$ cat config.mk
export PLATFORM = sky130hd
export DESIGN_NAME = raised_cosine_color_crossfade
export DESIGN_NICKNAME = d
export VERILOG_FILES = /design/src/rtl/rccf_pkg.sv /design/src/rtl/rccf_ratio.sv /design/src/rtl/rccf_mix.sv /design/src/rtl/raised_cosine_color_crossfade.sv
export SDC_FILE = /design/constraint.sdc
export NUM_CORES = 1
export LEC_CHECK = 0
export BUFFER_PORTS_ARGS = -buffer_cell sky130_fd_sc_hd__buf_4
export CAP_MARGIN = 30
export CORE_ASPECT_RATIO = 0.5
export CORE_MARGIN = 2
export CORE_UTILIZATION = 32
export CTS_BUF_LIST = sky130_fd_sc_hd__clkbuf_4 sky130_fd_sc_hd__clkbuf_8
export DETAILED_ROUTE_END_ITERATION = 8
export PLACE_DENSITY = 0.49
export SLEW_MARGIN = 20
export SYNTH_ARGS = -nofsm -noshare
export SYNTH_HDL_FRONTEND = slang
export SYNTH_SLANG_ARGS = --single-unit
$ cat constraint.sdc
create_clock -name clk_i -period 9.3 [get_ports clk_i]
set_input_delay 2.325 -clock clk_i [delete_from_list [all_inputs] [get_ports clk_i]]
set_output_delay 2.325 -clock clk_i [all_outputs]
set_load 0.03 [all_outputs]
$ cat src/rtl/rccf_pkg.sv
// Shared constants, types and the raised-cosine weight table for the color crossfade.
package rccf_pkg;

  // Ratio t/T is quantized to EASE_N steps; EASE_N is a power of two.
  localparam int unsigned EASE_LOG2 = 8;
  localparam int unsigned EASE_N    = 1 << EASE_LOG2;
  localparam int unsigned EASE_HALF = EASE_N / 2;
  localparam int unsigned KW        = EASE_LOG2 + 1;          // k holds 0..EASE_N
  localparam int unsigned HIW       = $clog2(EASE_HALF + 1);  // half table index

  localparam int unsigned WW        = 17;                     // weight, Q1.16
  localparam logic [WW-1:0] W_ONE   = 17'h10000;
  localparam logic [63:0]   PI_Q30  = 64'd3373259426;

  // Config register indexes.
  typedef enum logic [1:0] {
    REG_DURATION = 2'd0,
    REG_BACK     = 2'd1,
    REG_FRONT    = 2'd2,
    REG_ANIM     = 2'd3
  } cfg_reg_e;

  typedef logic [15:0] half_tab_t [EASE_HALF+1];

  // Result of the ratio unit.
  typedef struct packed {
    logic          done;
    logic          over;   // elapsed strictly above the duration
    logic [KW-1:0] k;
  } ratio_res_t;

  // (1 - cos(pi*k/N)) / 2 for 2k <= N, by a ten-term series in Q2.30.
  function automatic logic [15:0] half_weight(int unsigned k);
    logic [63:0]        theta;
    logic [63:0]        t2;
    logic [63:0]        term;
    logic [63:0]        w;
    logic signed [63:0] sum;
    theta = (PI_Q30 * 64'(k)) / EASE_N;
    t2    = (theta * theta) >> 30;
    term  = 64'd1 << 30;
    sum   = '0;
    for (int n = 1; n <= 10; n++) begin
      term = (term * t2) / 64'((2 * n - 1) * (2 * n));
      if (n % 2 == 1) begin
        sum = sum + $signed(term);
      end else begin
        sum = sum - $signed(term);
      end
    end
    if (sum < 0) begin
      sum = '0;
    end
    w = (64'(sum) + 64'd16384) >> 15;
    if (w > 64'd32768) begin
      w = 64'd32768;
    end
    return w[15:0];
  endfunction

  function automatic half_tab_t build_half_tab();
    half_tab_t t;
    for (int unsigned k = 0; k <= EASE_HALF; k++) begin
      t[k] = half_weight(k);
    end
    return t;
  endfunction

  localparam half_tab_t HALF_TAB = build_half_tab();

  // Full weight, mirrored about the midpoint.
  function automatic logic [WW-1:0] ease_weight(logic [KW-1:0] k);
    logic [KW-1:0] m;
    m = KW'(EASE_N) - k;
    if (k <= KW'(EASE_HALF)) begin
      return {1'b0, HALF_TAB[k[HIW-1:0]]};
    end
    return W_ONE - {1'b0, HALF_TAB[m[HIW-1:0]]};
  endfunction

endpackage

$ cat src/rtl/rccf_ratio.sv
// Iterative compare-subtract unit: k = min(floor(elapsed * N / duration), N).
module rccf_ratio #(
  parameter int unsigned TIME_BITS = 32
) (
  input  logic                   clk_i,
  input  logic                   rst_ni,
  input  logic                   start_i,
  input  logic [TIME_BITS-1:0]   elapsed_i,
  input  logic [31:0]            dur_i,      // nonzero
  output rccf_pkg::ratio_res_t   res_o
);

  localparam int unsigned CmpW = (TIME_BITS > 32) ? TIME_BITS : 32;
  localparam int unsigned CntW = (rccf_pkg::EASE_LOG2 > 1) ? $clog2(rccf_pkg::EASE_LOG2) : 1;

  logic                    busy_q;
  logic                    done_q;
  logic                    over_q;
  logic [CntW-1:0]         cnt_q;
  logic [31:0]             rem_q;
  logic [rccf_pkg::KW-1:0] quo_q;

  logic [CmpW-1:0] e_w;
  logic [CmpW-1:0] d_w;
  logic [32:0]     rem2;
  logic            take;

  assign e_w  = CmpW'(elapsed_i);
  assign d_w  = CmpW'(dur_i);
  assign rem2 = {rem_q, 1'b0};
  assign take = rem2 >= {1'b0, dur_i};

  always_ff @(posedge clk_i or negedge rst_ni) begin
    if (!rst_ni) begin
      busy_q <= 1'b0;
      done_q <= 1'b0;
      over_q <= 1'b0;
      cnt_q  <= '0;
      quo_q  <= '0;
    end else begin
      done_q <= 1'b0;
      if (start_i) begin
        over_q <= e_w > d_w;
        quo_q  <= '0;
        if (e_w >= d_w) begin
          quo_q  <= rccf_pkg::KW'(rccf_pkg::EASE_N);
          done_q <= 1'b1;
        end else begin
          busy_q <= 1'b1;
          cnt_q  <= CntW'(rccf_pkg::EASE_LOG2 - 1);
        end
      end else if (busy_q) begin
        quo_q <= {quo_q[rccf_pkg::KW-2:0], take};
        if (cnt_q == '0) begin
          busy_q <= 1'b0;
          done_q <= 1'b1;
        end else begin
          cnt_q <= cnt_q - 1'b1;
        end
      end
    end
  end

  // Remainder stays below the duration, so 32 bits suffice.
  always_ff @(posedge clk_i) begin
    if (start_i) begin
      rem_q <= e_w[31:0];
    end else if (busy_q) begin
      rem_q <= take ? 32'(rem2 - {1'b0, dur_i}) : rem2[31:0];
    end
  end

  assign res_o.done = done_q;
  assign res_o.over = over_q;
  assign res_o.k    = quo_q;

endmodule

$ cat src/rtl/rccf_mix.sv
// Shared channel blend: old + floor((target - old) * w / 2^16).
module rccf_mix (
  input  logic [7:0]              old_i,
  input  logic [7:0]              tgt_i,
  input  logic [rccf_pkg::WW-1:0] weight_i,
  output logic [7:0]              mix_o
);

  logic signed [8:0]  diff;
  logic signed [26:0] prod;
  logic signed [10:0] sum;

  assign diff  = $signed({1'b0, tgt_i}) - $signed({1'b0, old_i});
  assign prod  = diff * $signed({1'b0, weight_i});
  // old*(1-w) + tgt*w == old*2^16 + diff*w, so the floor moves onto the product.
  assign sum   = $signed({3'b000, old_i}) + prod[26:16];
  assign mix_o = sum[7:0];

endmodule

$ cat src/rtl/raised_cosine_color_crossfade.sv
// Top level of the raised-cosine crossfade over four packed RGB colors.
//
// Input stream (s_axis): one transaction per display frame. The first one after
// reset captures the four start colors and returns them with ongoing set. Later
// ones add frame_time to the elapsed counter (saturating at TIME_BITS), form the
// eased weight and blend twelve 8-bit channels toward the targets.
// Output stream (m_axis): one transaction per input transaction, colors in
// tdata and ongoing in tuser. After the fade has ended every frame returns the
// held colors with ongoing low.
// Config port: cfg_index_i selects fade_duration, back, front or anim target;
// writes are always accepted and belong to idle periods.
// Sequence: a frame inside the fade goes from acceptance to output valid
// through a ratio-unit start, eight compare-subtract steps (one per bit
// of the table index), a table read, twelve passes of the shared channel
// multiplier and a load of the output register. A frame at or past the
// duration skips the eight steps; start and finished frames skip the ratio
// unit and blend. s_axis_tready is high only while the sequencer is idle,
// so a frame is taken only after the last one reaches the output register;
// if the receiver stalls, the next frame is still accepted and computed and
// waits until that register is taken. Reset clears counter, phase, shown colors.
module raised_cosine_color_crossfade #(
  parameter int unsigned TIME_BITS = 32
) (
  input  logic         clk_i,
  input  logic         rst_ni,

  input  logic         s_axis_tvalid,
  output logic         s_axis_tready,
  // frame_time[31:0], start_back[55:32], start_front[79:56],
  // start_anim[103:80], start_center[127:104]
  input  logic [127:0] s_axis_tdata,

  output logic         m_axis_tvalid,
  input  logic         m_axis_tready,
  // back_color[23:0], front_color[47:24], anim_color[71:48], center_color[95:72]
  output logic [95:0]  m_axis_tdata,
  // ongoing[0]
  output logic [0:0]   m_axis_tuser,

  input  logic         cfg_valid_i,
  output logic         cfg_ready_o,
  input  logic [1:0]   cfg_index_i,
  input  logic [31:0]  cfg_data_i
);

  typedef enum logic [1:0] {
    ST_IDLE,
    ST_RATIO,
    ST_BLEND,
    ST_DONE
  } state_e;

  localparam int unsigned SumW = ((TIME_BITS > 32) ? TIME_BITS : 32) + 1;
  localparam logic [SumW-1:0] TimeMax = SumW'({TIME_BITS{1'b1}});

  // Config registers; duration resets to 1000000 us
  logic [31:0] dur_q;
  logic [23:0] tgt_back_q;
  logic [23:0] tgt_front_q;
  logic [23:0] tgt_anim_q;

  // Fade state
  state_e                  state_q;
  logic                    started_q;
  logic                    finished_q;
  logic                    run_q;
  logic [TIME_BITS-1:0]    elapsed_q;
  logic [23:0]             origin_q [4];
  logic [23:0]             shown_q  [4];
  logic [rccf_pkg::WW-1:0] w_q;
  logic [1:0]              col_q;
  logic [1:0]              byte_q;
  logic                    ratio_start_q;

  // Output register
  logic        m_valid_q;
  logic [95:0] m_data_q;
  logic        m_user_q;

  logic                 s_fire;
  logic [31:0]          ft;
  logic [SumW-1:0]      sum;
  logic [TIME_BITS-1:0] elapsed_d;
  logic [31:0]          dur_eff;
  rccf_pkg::ratio_res_t ratio_res;
  logic [4:0]           boff;
  logic [7:0]           ch_old;
  logic [7:0]           ch_tgt;
  logic [23:0]          tgt_sel;
  logic [7:0]           ch_mix;
  logic                 out_free;

  assign cfg_ready_o   = 1'b1;
  assign s_axis_tready = (state_q == ST_IDLE);
  assign s_fire        = s_axis_tvalid && s_axis_tready;
  assign out_free      = !m_valid_q || m_axis_tready;

  assign ft        = s_axis_tdata[31:0];
  assign sum       = SumW'(elapsed_q) + SumW'(ft);
  assign elapsed_d = (sum > TimeMax) ? TimeMax[TIME_BITS-1:0] : sum[TIME_BITS-1:0];
  assign dur_eff   = (dur_q == '0) ? 32'd1 : dur_q;

  always_ff @(posedge clk_i or negedge rst_ni) begin
    if (!rst_ni) begin
      dur_q       <= 32'd1000000;
      tgt_back_q  <= '0;
      tgt_front_q <= '0;
      tgt_anim_q  <= '0;
    end else if (cfg_valid_i) begin
      case (rccf_pkg::cfg_reg_e'(cfg_index_i))
        rccf_pkg::REG_DURATION: dur_q       <= cfg_data_i;
        rccf_pkg::REG_BACK:     tgt_back_q  <= cfg_data_i[23:0];
        rccf_pkg::REG_FRONT:    tgt_front_q <= cfg_data_i[23:0];
        rccf_pkg::REG_ANIM:     tgt_anim_q  <= cfg_data_i[23:0];
        default: ;
      endcase
    end
  end

  rccf_ratio #(
    .TIME_BITS (TIME_BITS)
  ) u_ratio (
    .clk_i     (clk_i),
    .rst_ni    (rst_ni),
    .start_i   (ratio_start_q),
    .elapsed_i (elapsed_q),
    .dur_i     (dur_eff),
    .res_o     (ratio_res)
  );

  // Channel select for the shared blend unit; center fades toward the front target.
  assign boff = {byte_q, 3'b000};
  always_comb begin
    case (col_q)
      2'd0:    tgt_sel = tgt_back_q;
      2'd1:    tgt_sel = tgt_front_q;
      2'd2:    tgt_sel = tgt_anim_q;
      default: tgt_sel = tgt_front_q;
    endcase
  end
  assign ch_old = origin_q[col_q][boff +: 8];
  assign ch_tgt = tgt_sel[boff +: 8];

  rccf_mix u_mix (
    .old_i    (ch_old),
    .tgt_i    (ch_tgt),
    .weight_i (w_q),
    .mix_o    (ch_mix)
  );

  // Start colors, captured on the first frame only.
  always_ff @(posedge clk_i) begin
    if (s_fire && !started_q) begin
      origin_q[0] <= s_axis_tdata[55:32];
      origin_q[1] <= s_axis_tdata[79:56];
      origin_q[2] <= s_axis_tdata[103:80];
      origin_q[3] <= s_axis_tdata[127:104];
    end
  end

  always_ff @(posedge clk_i) begin
    if (state_q == ST_DONE && out_free) begin
      m_data_q <= {shown_q[3], shown_q[2], shown_q[1], shown_q[0]};
      m_user_q <= run_q;
    end
  end

  always_ff @(posedge clk_i or negedge rst_ni) begin
    if (!rst_ni) begin
      state_q       <= ST_IDLE;
      started_q     <= 1'b0;
      finished_q    <= 1'b0;
      run_q         <= 1'b0;
      elapsed_q     <= '0;
      w_q           <= '0;
      col_q         <= '0;
      byte_q        <= '0;
      ratio_start_q <= 1'b0;
      m_valid_q     <= 1'b0;
      for (int i = 0; i < 4; i++) begin
        shown_q[i] <= '0;
      end
    end else begin
      ratio_start_q <= 1'b0;
      if (m_valid_q && m_axis_tready) begin
        m_valid_q <= 1'b0;
      end
      case (state_q)
        ST_IDLE: begin
          if (s_fire) begin
            if (!started_q) begin
              started_q  <= 1'b1;
              elapsed_q  <= '0;
              run_q      <= 1'b1;
              shown_q[0] <= s_axis_tdata[55:32];
              shown_q[1] <= s_axis_tdata[79:56];
              shown_q[2] <= s_axis_tdata[103:80];
              shown_q[3] <= s_axis_tdata[127:104];
              state_q    <= ST_DONE;
            end else if (finished_q) begin
              run_q   <= 1'b0;
              state_q <= ST_DONE;
            end else begin
              elapsed_q     <= elapsed_d;
              ratio_start_q <= 1'b1;
              state_q       <= ST_RATIO;
            end
          end
        end
        ST_RATIO: begin
          if (ratio_res.done) begin
            w_q        <= rccf_pkg::ease_weight(ratio_res.k);
            run_q      <= !ratio_res.over;
            finished_q <= ratio_res.over;
            col_q      <= '0;
            byte_q     <= '0;
            state_q    <= ST_BLEND;
          end
        end
        ST_BLEND: begin
          shown_q[col_q][boff +: 8] <= ch_mix;
          if (byte_q == 2'd2) begin
            byte_q <= '0;
            col_q  <= col_q + 1'b1;
            if (col_q == 2'd3) begin
              state_q <= ST_DONE;
            end
          end else begin
            byte_q <= byte_q + 1'b1;
          end
        end
        ST_DONE: begin
          if (out_free) begin
            m_valid_q <= 1'b1;
            state_q   <= ST_IDLE;
          end
        end
        default: state_q <= ST_IDLE;
      endcase
    end
  end

  assign m_axis_tvalid   = m_valid_q;
  assign m_axis_tdata    = m_data_q;
  assign m_axis_tuser[0] = m_user_q;

  a_ratio_only_when_waiting: assert property (@(posedge clk_i) disable iff (!rst_ni)
    ratio_res.done |-> state_q == ST_RATIO)
    else $error("ratio unit finished outside its wait state");

  a_byte_in_range: assert property (@(posedge clk_i) disable iff (!rst_ni)
    state_q == ST_BLEND |-> byte_q != 2'd3)
    else $error("channel byte index out of range");

  a_weight_bounded: assert property (@(posedge clk_i) disable iff (!rst_ni)
    state_q == ST_BLEND |-> w_q <= rccf_pkg::W_ONE)
    else $error("weight above one");

  a_result_posted: assert property (@(posedge clk_i) disable iff (!rst_ni)
    state_q == ST_DONE && out_free |=> m_valid_q && state_q == ST_IDLE)
    else $error("finished result not posted to output register");

  a_ratio_k_bounded: assert property (@(posedge clk_i) disable iff (!rst_ni)
    ratio_res.done |-> ratio_res.k <= rccf_pkg::KW'(rccf_pkg::EASE_N))
    else $error("table index above table size");

endmodule
Yosys cells after proc, flatten, opt, wreduce, memory -nomap -nowiden
Memories as Yosys holds them, arrays and structs flattened.
Index checks and enable logic that the tools add are counted.
Storage, ports and cells
  register bits: 404
  output and inout port bits: 100
  RAM bits: 96
  word-level logic and storage cells: 171
  bits in read-only memories: 8192
  memories: 3
Operators by class
  multiplexer cells: 65
  add/sub/neg operators: 10
  $mul: 1
  bitwise operators: 3
  magnitude comparators: 9
  reduce and logical (&&, ||, !) cells: 31
  equality and inequality tests: 19
  shifts and indexed selects: 4
Memories
  (name not given): words 256, bits a word 16, read ports 1, clocked after memory_dff 0, wr ports 0, line rccf_pkg.sv:78  | return W_ONE - {1'b0, HALF_TAB[m[HIW-1:0]]};
  (name not given): words 256, bits a word 16, read ports 1, clocked after memory_dff 0, wr ports 0, line rccf_pkg.sv:76  | return {1'b0, HALF_TAB[k[HIW-1:0]]};
  origin_q: words 4, bits a word 24, read ports 1, clocked after memory_dff 0, wr ports 4, line raised_cosine_color_crossfade.sv:68  | logic [23:0] origin_q [4];
Operators by type and width (number)
  32-bit 2-to-1 mux: 7
  96-bit 2-to-1 mux: 2
  96-bit case mux with 2 select lines: 1
  96-bit bitwise mux: 1
  16-bit 2-to-1 mux: 4
  24-bit demux with 2-bit select: 1
  24-bit case mux with 2 select lines: 1
  24-bit by 6-bit variable part select with 8-bit output: 2
  17-bit 2-to-1 mux: 2
  32-bit by 32-bit adder with 33-bit output: 1
  33-bit by 32-bit >= comparator with 1-bit output: 1
  33-bit by 32-bit > comparator with 1-bit output (second input constant): 1
  32-bit >= comparator: 1
  32-bit > comparator: 1
  32-bit zero test: 1
  32-bit subtractor: 1
  9-bit 2-to-1 mux: 3
  9-bit by 18-bit multiplier with 24-bit output: 1
  1-bit 2-to-1 mux: 24
  24-bit 2-to-1 mux: 1
  8-bit by 7-bit variable shift with 24-bit output (first input constant): 1
  8-bit by 7-bit variable part select with 24-bit output: 1
  2-bit 2-to-1 mux: 10
  9-bit >= comparator (second input constant): 2
  31 further kinds: 71

Longest topological paths before layout
  depth in word-level cells: 9
  depth in mapped cells: 37

Cells and area by module
A second synthesis with hierarchy kept.
Second synthesis, totals
  cells, all modules: 2711
  area total of the unflattened synthesis: 29943.7 µm²
By module, submodules not included
  raised_cosine_color_crossfade: sequential area each 11935.2 µm², times used 1, area an instance 20103.0 µm², cells each 1605
  rccf_ratio: sequential area each 1336.3 µm², times used 1, area an instance 4979.8 µm², cells each 584
  rccf_mix: sequential area each 0.0 µm², times used 1, area an instance 4860.9 µm², cells each 522

Least setup slack after synthesis
Ideal clock, no wire load.
  path type: reg2reg
  from: reg col_q[1]
  to: reg shown_q[23] in the netlist's numbering
  path slack: 1094 ps
  cell stages (with the launch flop): 38
  arrival time: 8124 ps
  clock period less this slack: 8206 ps
  data required time: 9218 ps
  setup time: 82 ps
  cells stage by stage: dfrtp_1 -> buf_1 -> buf_1 -> inv_1 -> ha_1 -> nor2_1 -> clkbuf_1 -> nand2_1 -> a31oi_1 -> a21oi_1 -> ha_1 -> fa_1 -> nor2b_1 -> o2111ai_1 -> and3_1 -> or2_2 -> clkbuf_1 -> ha_1 -> [... 2 more ...] -> ha_1 -> ha_1 -> inv_1 -> nor3_1 -> o21ai_0 -> nand2b_1 -> xor2_1 -> ha_1 -> nand3_1 -> o211ai_1 -> nor4_1 -> nor3_1 -> xnor2_2 -> xnor3_1 -> xnor2_2 -> nor2_2 -> nand2_1 -> a31oi_1
Between the ends
  cells in the longest elaborated chain, start to end: 9
  elaborated cells on any way between the ends: 18
  classes of those cells: 2 x add/sub; 1 x mul; 2 x order compare; 1 x eq/ne; 3 x shift; 5 x mux; 1 x bitwise; 2 x reduce/logical; 1 x memory
RTL lines
  from (decl): line raised_cosine_color_crossfade.sv:71  | logic [1:0] col_q;
  from (signal assigned): line raised_cosine_color_crossfade.sv:224  | col_q <= col_q + 1'b1;
  2-bit equality test / 2-bit zero test (equally long branches): line raised_cosine_color_crossfade.sv:134  | case (col_q)
  24-bit case mux with 2 select lines: line raised_cosine_color_crossfade.sv:134
  24-bit by 6-bit variable part select with 8-bit output: line raised_cosine_color_crossfade.sv:142  | assign ch_tgt = tgt_sel[boff +: 8];
  8-bit by 8-bit subtractor with 9-bit output: line rccf_mix.sv:13  | assign diff = $signed({1'b0, tgt_i}) - $signed({1'b0, old_i});
  9-bit by 18-bit multiplier with 24-bit output: line rccf_mix.sv:14  | assign prod = diff * $signed({1'b0, weight_i});
  8-bit adder: line rccf_mix.sv:16  | assign sum = $signed({3'b000, old_i}) + prod[26:16];
  8-bit by 7-bit variable part select with 24-bit output: line raised_cosine_color_crossfade.sv:221  | shown_q[col_q][boff +: 8] <= ch_mix;
  96-bit bitwise mux (*): line raised_cosine_color_crossfade.sv:221
  96-bit case mux with 2 select lines (*): line raised_cosine_color_crossfade.sv:188  | case (state_q)
  to (signal, indexed assignment): line raised_cosine_color_crossfade.sv:221
  to (decl): line raised_cosine_color_crossfade.sv:69  | logic [23:0] shown_q [4];
Mark *: on every way between the ends. The rest lies on a longest branch, timed or not.
A chain may end at the register's enable or synchronous reset.

Worst setup path in the final report
  from: reg byte_q[1]
  to: reg shown_q[47] in the netlist's numbering
Between the ends
  cells in the longest elaborated chain, start to end: 7
  elaborated cells on any way between the ends: 12
  classes of those cells: 3 x add/sub; 1 x mul; 4 x shift; 4 x mux
RTL lines
  from (decl): line raised_cosine_color_crossfade.sv:72  | logic [1:0] byte_q;
  from (signal assigned): line raised_cosine_color_crossfade.sv:229  | byte_q <= byte_q + 1'b1;
  24-bit by 6-bit variable part select with 8-bit output (on tied branches): line raised_cosine_color_crossfade.sv:142, raised_cosine_color_crossfade.sv:141
  8-bit by 8-bit subtractor with 9-bit output: line rccf_mix.sv:13
  9-bit by 18-bit multiplier with 24-bit output: line rccf_mix.sv:14
  8-bit adder: line rccf_mix.sv:16
  8-bit by 7-bit variable part select with 24-bit output: line raised_cosine_color_crossfade.sv:221
  96-bit bitwise mux (*): line raised_cosine_color_crossfade.sv:221
  96-bit case mux with 2 select lines (*): line raised_cosine_color_crossfade.sv:188
Marks and branches as above.

==> results.json <==
{
  "hpwlAfterDp_um": 56600,
  "hold_path_class": "register to register",
  "drv_slew": 0,
  "cp.arrival_ps": 8820,
  "first_iter_violations": 1416,
  "r2r_end": "shown_q[47]$_DFFE_PN0P_",
  "synth_edf_count": 225,
  "hp-start": "shown_q[12]$_DFFE_PN0P_",
  "finClkSkew_ps": 48.3,
  "die_x_um": 404,
  "core-area_um2": 79400,
  "ys.flop_type": "dfrtp_1",
  "crit_slowest_cell": "dfrtp_1",
  "yosysWarnings": 0,
  "setup_viol": 0,
  "hold-path-cell-count": 0,
  "register_area_um2": 13300,
  "ios": 267,
  "vias": 18900,
  "drt_pass1_iterations": 5,
  "path_class": "register to register",
  "fillCellCount": 7812,
  "cp-end-kind": "register",
  "clkSinkCount": 485,
  "status": "finished, final reports clean",
  "clk_path_buf_depth": 3,
  "post_synth_num_cell_types": 77,
  "via_per_inst": 5.07,
  "final.setup.tns_ps": 0,
  "floorplan.rows": 73,
  "fin_cells": 3724,
  "port_buffers": 265,
  "postCtsResizedCells": 0,
  "r2r_start": "byte_q[1]$_DFFE_PN0P_",
  "gp_congestion": 0.876,
  "initial_core_util": 0.323,
  "hold_buffers": 0,
  "cts_setup_buffers": 0,
  "synthesis.area_um2": 25700,
  "worstRegToRegCells": 31,
  "die_h_um": 204,
  "routedWlPerCell_um": 20.5,
  "final-hold-violation-count": 0,
  "syn_nets": 2680,
  "crit_fanout": 20,
  "grt_pass1_vias": 19200,
  "synth_cells": 2337,
  "grt_remaining_overflow": 0,
  "layout_common_cells": "buf_4 (296), dfrtp_1 (251), nand2_1 (237), edfxtp_1 (225), a21oi_1 (206)",
  "multi_input_area_um2": 11700,
  "antenna_found_initial": 5,
  "postRouteAntennaNets": 0,
  "final_common_cell": "buf_4",
  "period_needed_ps": 8230,
  "h-tree-depth": 3,
  "rsz0062_at_grt": "no",
  "area_growth_pct": 19.0,
  "startpoint_type": "register",
  "grt_pass1_wl_um": 117000,
  "drt-total-wl_um": 76400,
  "fmax_mhz": 122,
  "drcViolationCount": 0,
  "period_share": 0.885,
  "rrSetupSlack_ps": 1070,
  "hold_end": "m_axis_tdata[84]$_DFFE_PP_",
  "required_ps": 9890,
  "max_stage_delay_ps": 600,
  "worst_pin_slew_ps": 1020,
  "maxSlewHeadroom": 0.322,
  "dp_cells": 3576,
  "ys_ff_latch": 485,
  "synth_async_sr_flop_share": 0.536,
  "grt_max_degree": 166,
  "layout-drive-gt1-share": 0.211,
  "max_cap_viol_count": 0,
  "cts_tree": "built",
  "cts-root-buf": "clkbuf_8",
  "dieArea_um2": 82600,
  "grt_usage": 0.185,
  "clk_pin_slew_ps": 60,
  "syn_avg_cell_area_um2": 11.0,
  "finish.net_count": 2948,
  "design_area_um2": 30500,
  "yosysSeqAreaShare": 0.517,
  "crit_top_cell": "ha_1",
  "placed_area_um2": 28900,
  "clk_latency_ps": 720,
  "numCtsBuffers": 77
}
[cells in the mapped netlist, types with 24 or more instances]
master    instances  area (µm²)
xor2_1           34         298
dfrtp_1         253        6330
ha_1            167        2090
mux2_2           82         923
edfxtp_1        225        6760
clkbuf_1         87         327
a22o_1           25         219
a21oi_1         207        1040
nand2_1         237         890
nor2_1          185         694
a32oi_1          24         210
inv_1            75         282
a211oi_1         29         218
a31oi_1          30         188
mux2i_1          44         440
xnor2_1          48         420
a21o_1           34         255
a22oi_1          63         473
o21ai_0         151         756
[logic make-up (layout without fill, tap and decap cells)]
group | count (synthesis) | after routing | share of synthesized area
xor gates and xnor gates | 86 | 86 | 0.0308
muxes | 145 | 145 | 0.0697
other | 1 | 5 | 0.000146
AOI/OAI and AO/OA | 655 | 655 | 0.160
buffers and inverters | 189 | 522 | 0.0287
adders and majority gates | 176 | 176 | 0.0885
DFF | 485 | 485 | 0.517
and+or+nand+nor | 600 | 600 | 0.105
[sequential cells by signal (all words and copies together), names as in the netlist, 2 cells and up]
register / cells
u_ratio.rem_q: 32
byte_q: 2
tgt_front_q: 24
tgt_anim_q: 24
tgt_back_q: 24
elapsed_q: 32
dur_q: 32
origin_q: 96
w_q: 2
col_q: 2
u_ratio.quo_q: 9
state_q: 2
m_axis_tdata: 96
u_ratio.cnt_q: 3
shown_q: 96
[stage by stage]
step                hold WS (ps)  setup WS [ps]   util
floorplan                    419           1090      -
global placement             432           1160  0.363
detailed placement           433           1080  0.364
CTS                          441           1050  0.384
global route                 451            388  0.385
finish                       436           1070  0.385
[critical path: cells and delay by family, from the launching register on]
kind            cells  cell delay, ps
fa+ha+maj           8            2750
simple gates       11            2280
xor+xnor            4            1000
compound gates      6             940
flops               1             600
buf+inv             2             540
[worst max path at each step]
stage,from,to,slack (ps),depth (start not counted)
after floorplan,col_q[1]$_DFFE_PN0P_,shown_q[23]$_DFFE_PN0P_,1090,37
after global placement,byte_q[1]$_DFFE_PN0P_,shown_q[71]$_DFFE_PN0P_,1160,30
after detailed placement,byte_q[1]$_DFFE_PN0P_,shown_q[71]$_DFFE_PN0P_,1080,31
after CTS,byte_q[1]$_DFFE_PN0P_,shown_q[47]$_DFFE_PN0P_,1050,31
after global routing,byte_q[1]$_DFFE_PN0P_,shown_q[47]$_DFFE_PN0P_,390,31
final,byte_q[1]$_DFFE_PN0P_,shown_q[47]$_DFFE_PN0P_,1070,31
[routing by layer]
metal / global-route usage / wire, µm / up-vias / part of all wire
met5: 0 / 0 / - / 0
met4: 0.0553 / 1670 / 0 / 0.022
met3: 0.0296 / 3140 / 101 / 0.041
met2: 0.303 / 36400 / 371 / 0.48
met1: 0.252 / 35100 / 9230 / 0.46
li1: - / - / 9175 / -
[area by class of cell]
| class | instances | share of cell area |
|---|---|---|
| repair buffers | 300 | 0.0747 |
| diodes | 4 | 0.000328 |
| clock inverters | 29 | 0.00840 |
| well taps | 1050 | 0.0430 |
| clock buffers | 115 | 0.0457 |
| inverters | 78 | 0.00959 |
| multi-input cells | 1663 | 0.383 |
| flip-flops and latches | 485 | 0.435 |
Power is left out: the tool's default activity adds up to more than one toggle a clock period on the data nets, which glitch-free logic cannot reach.
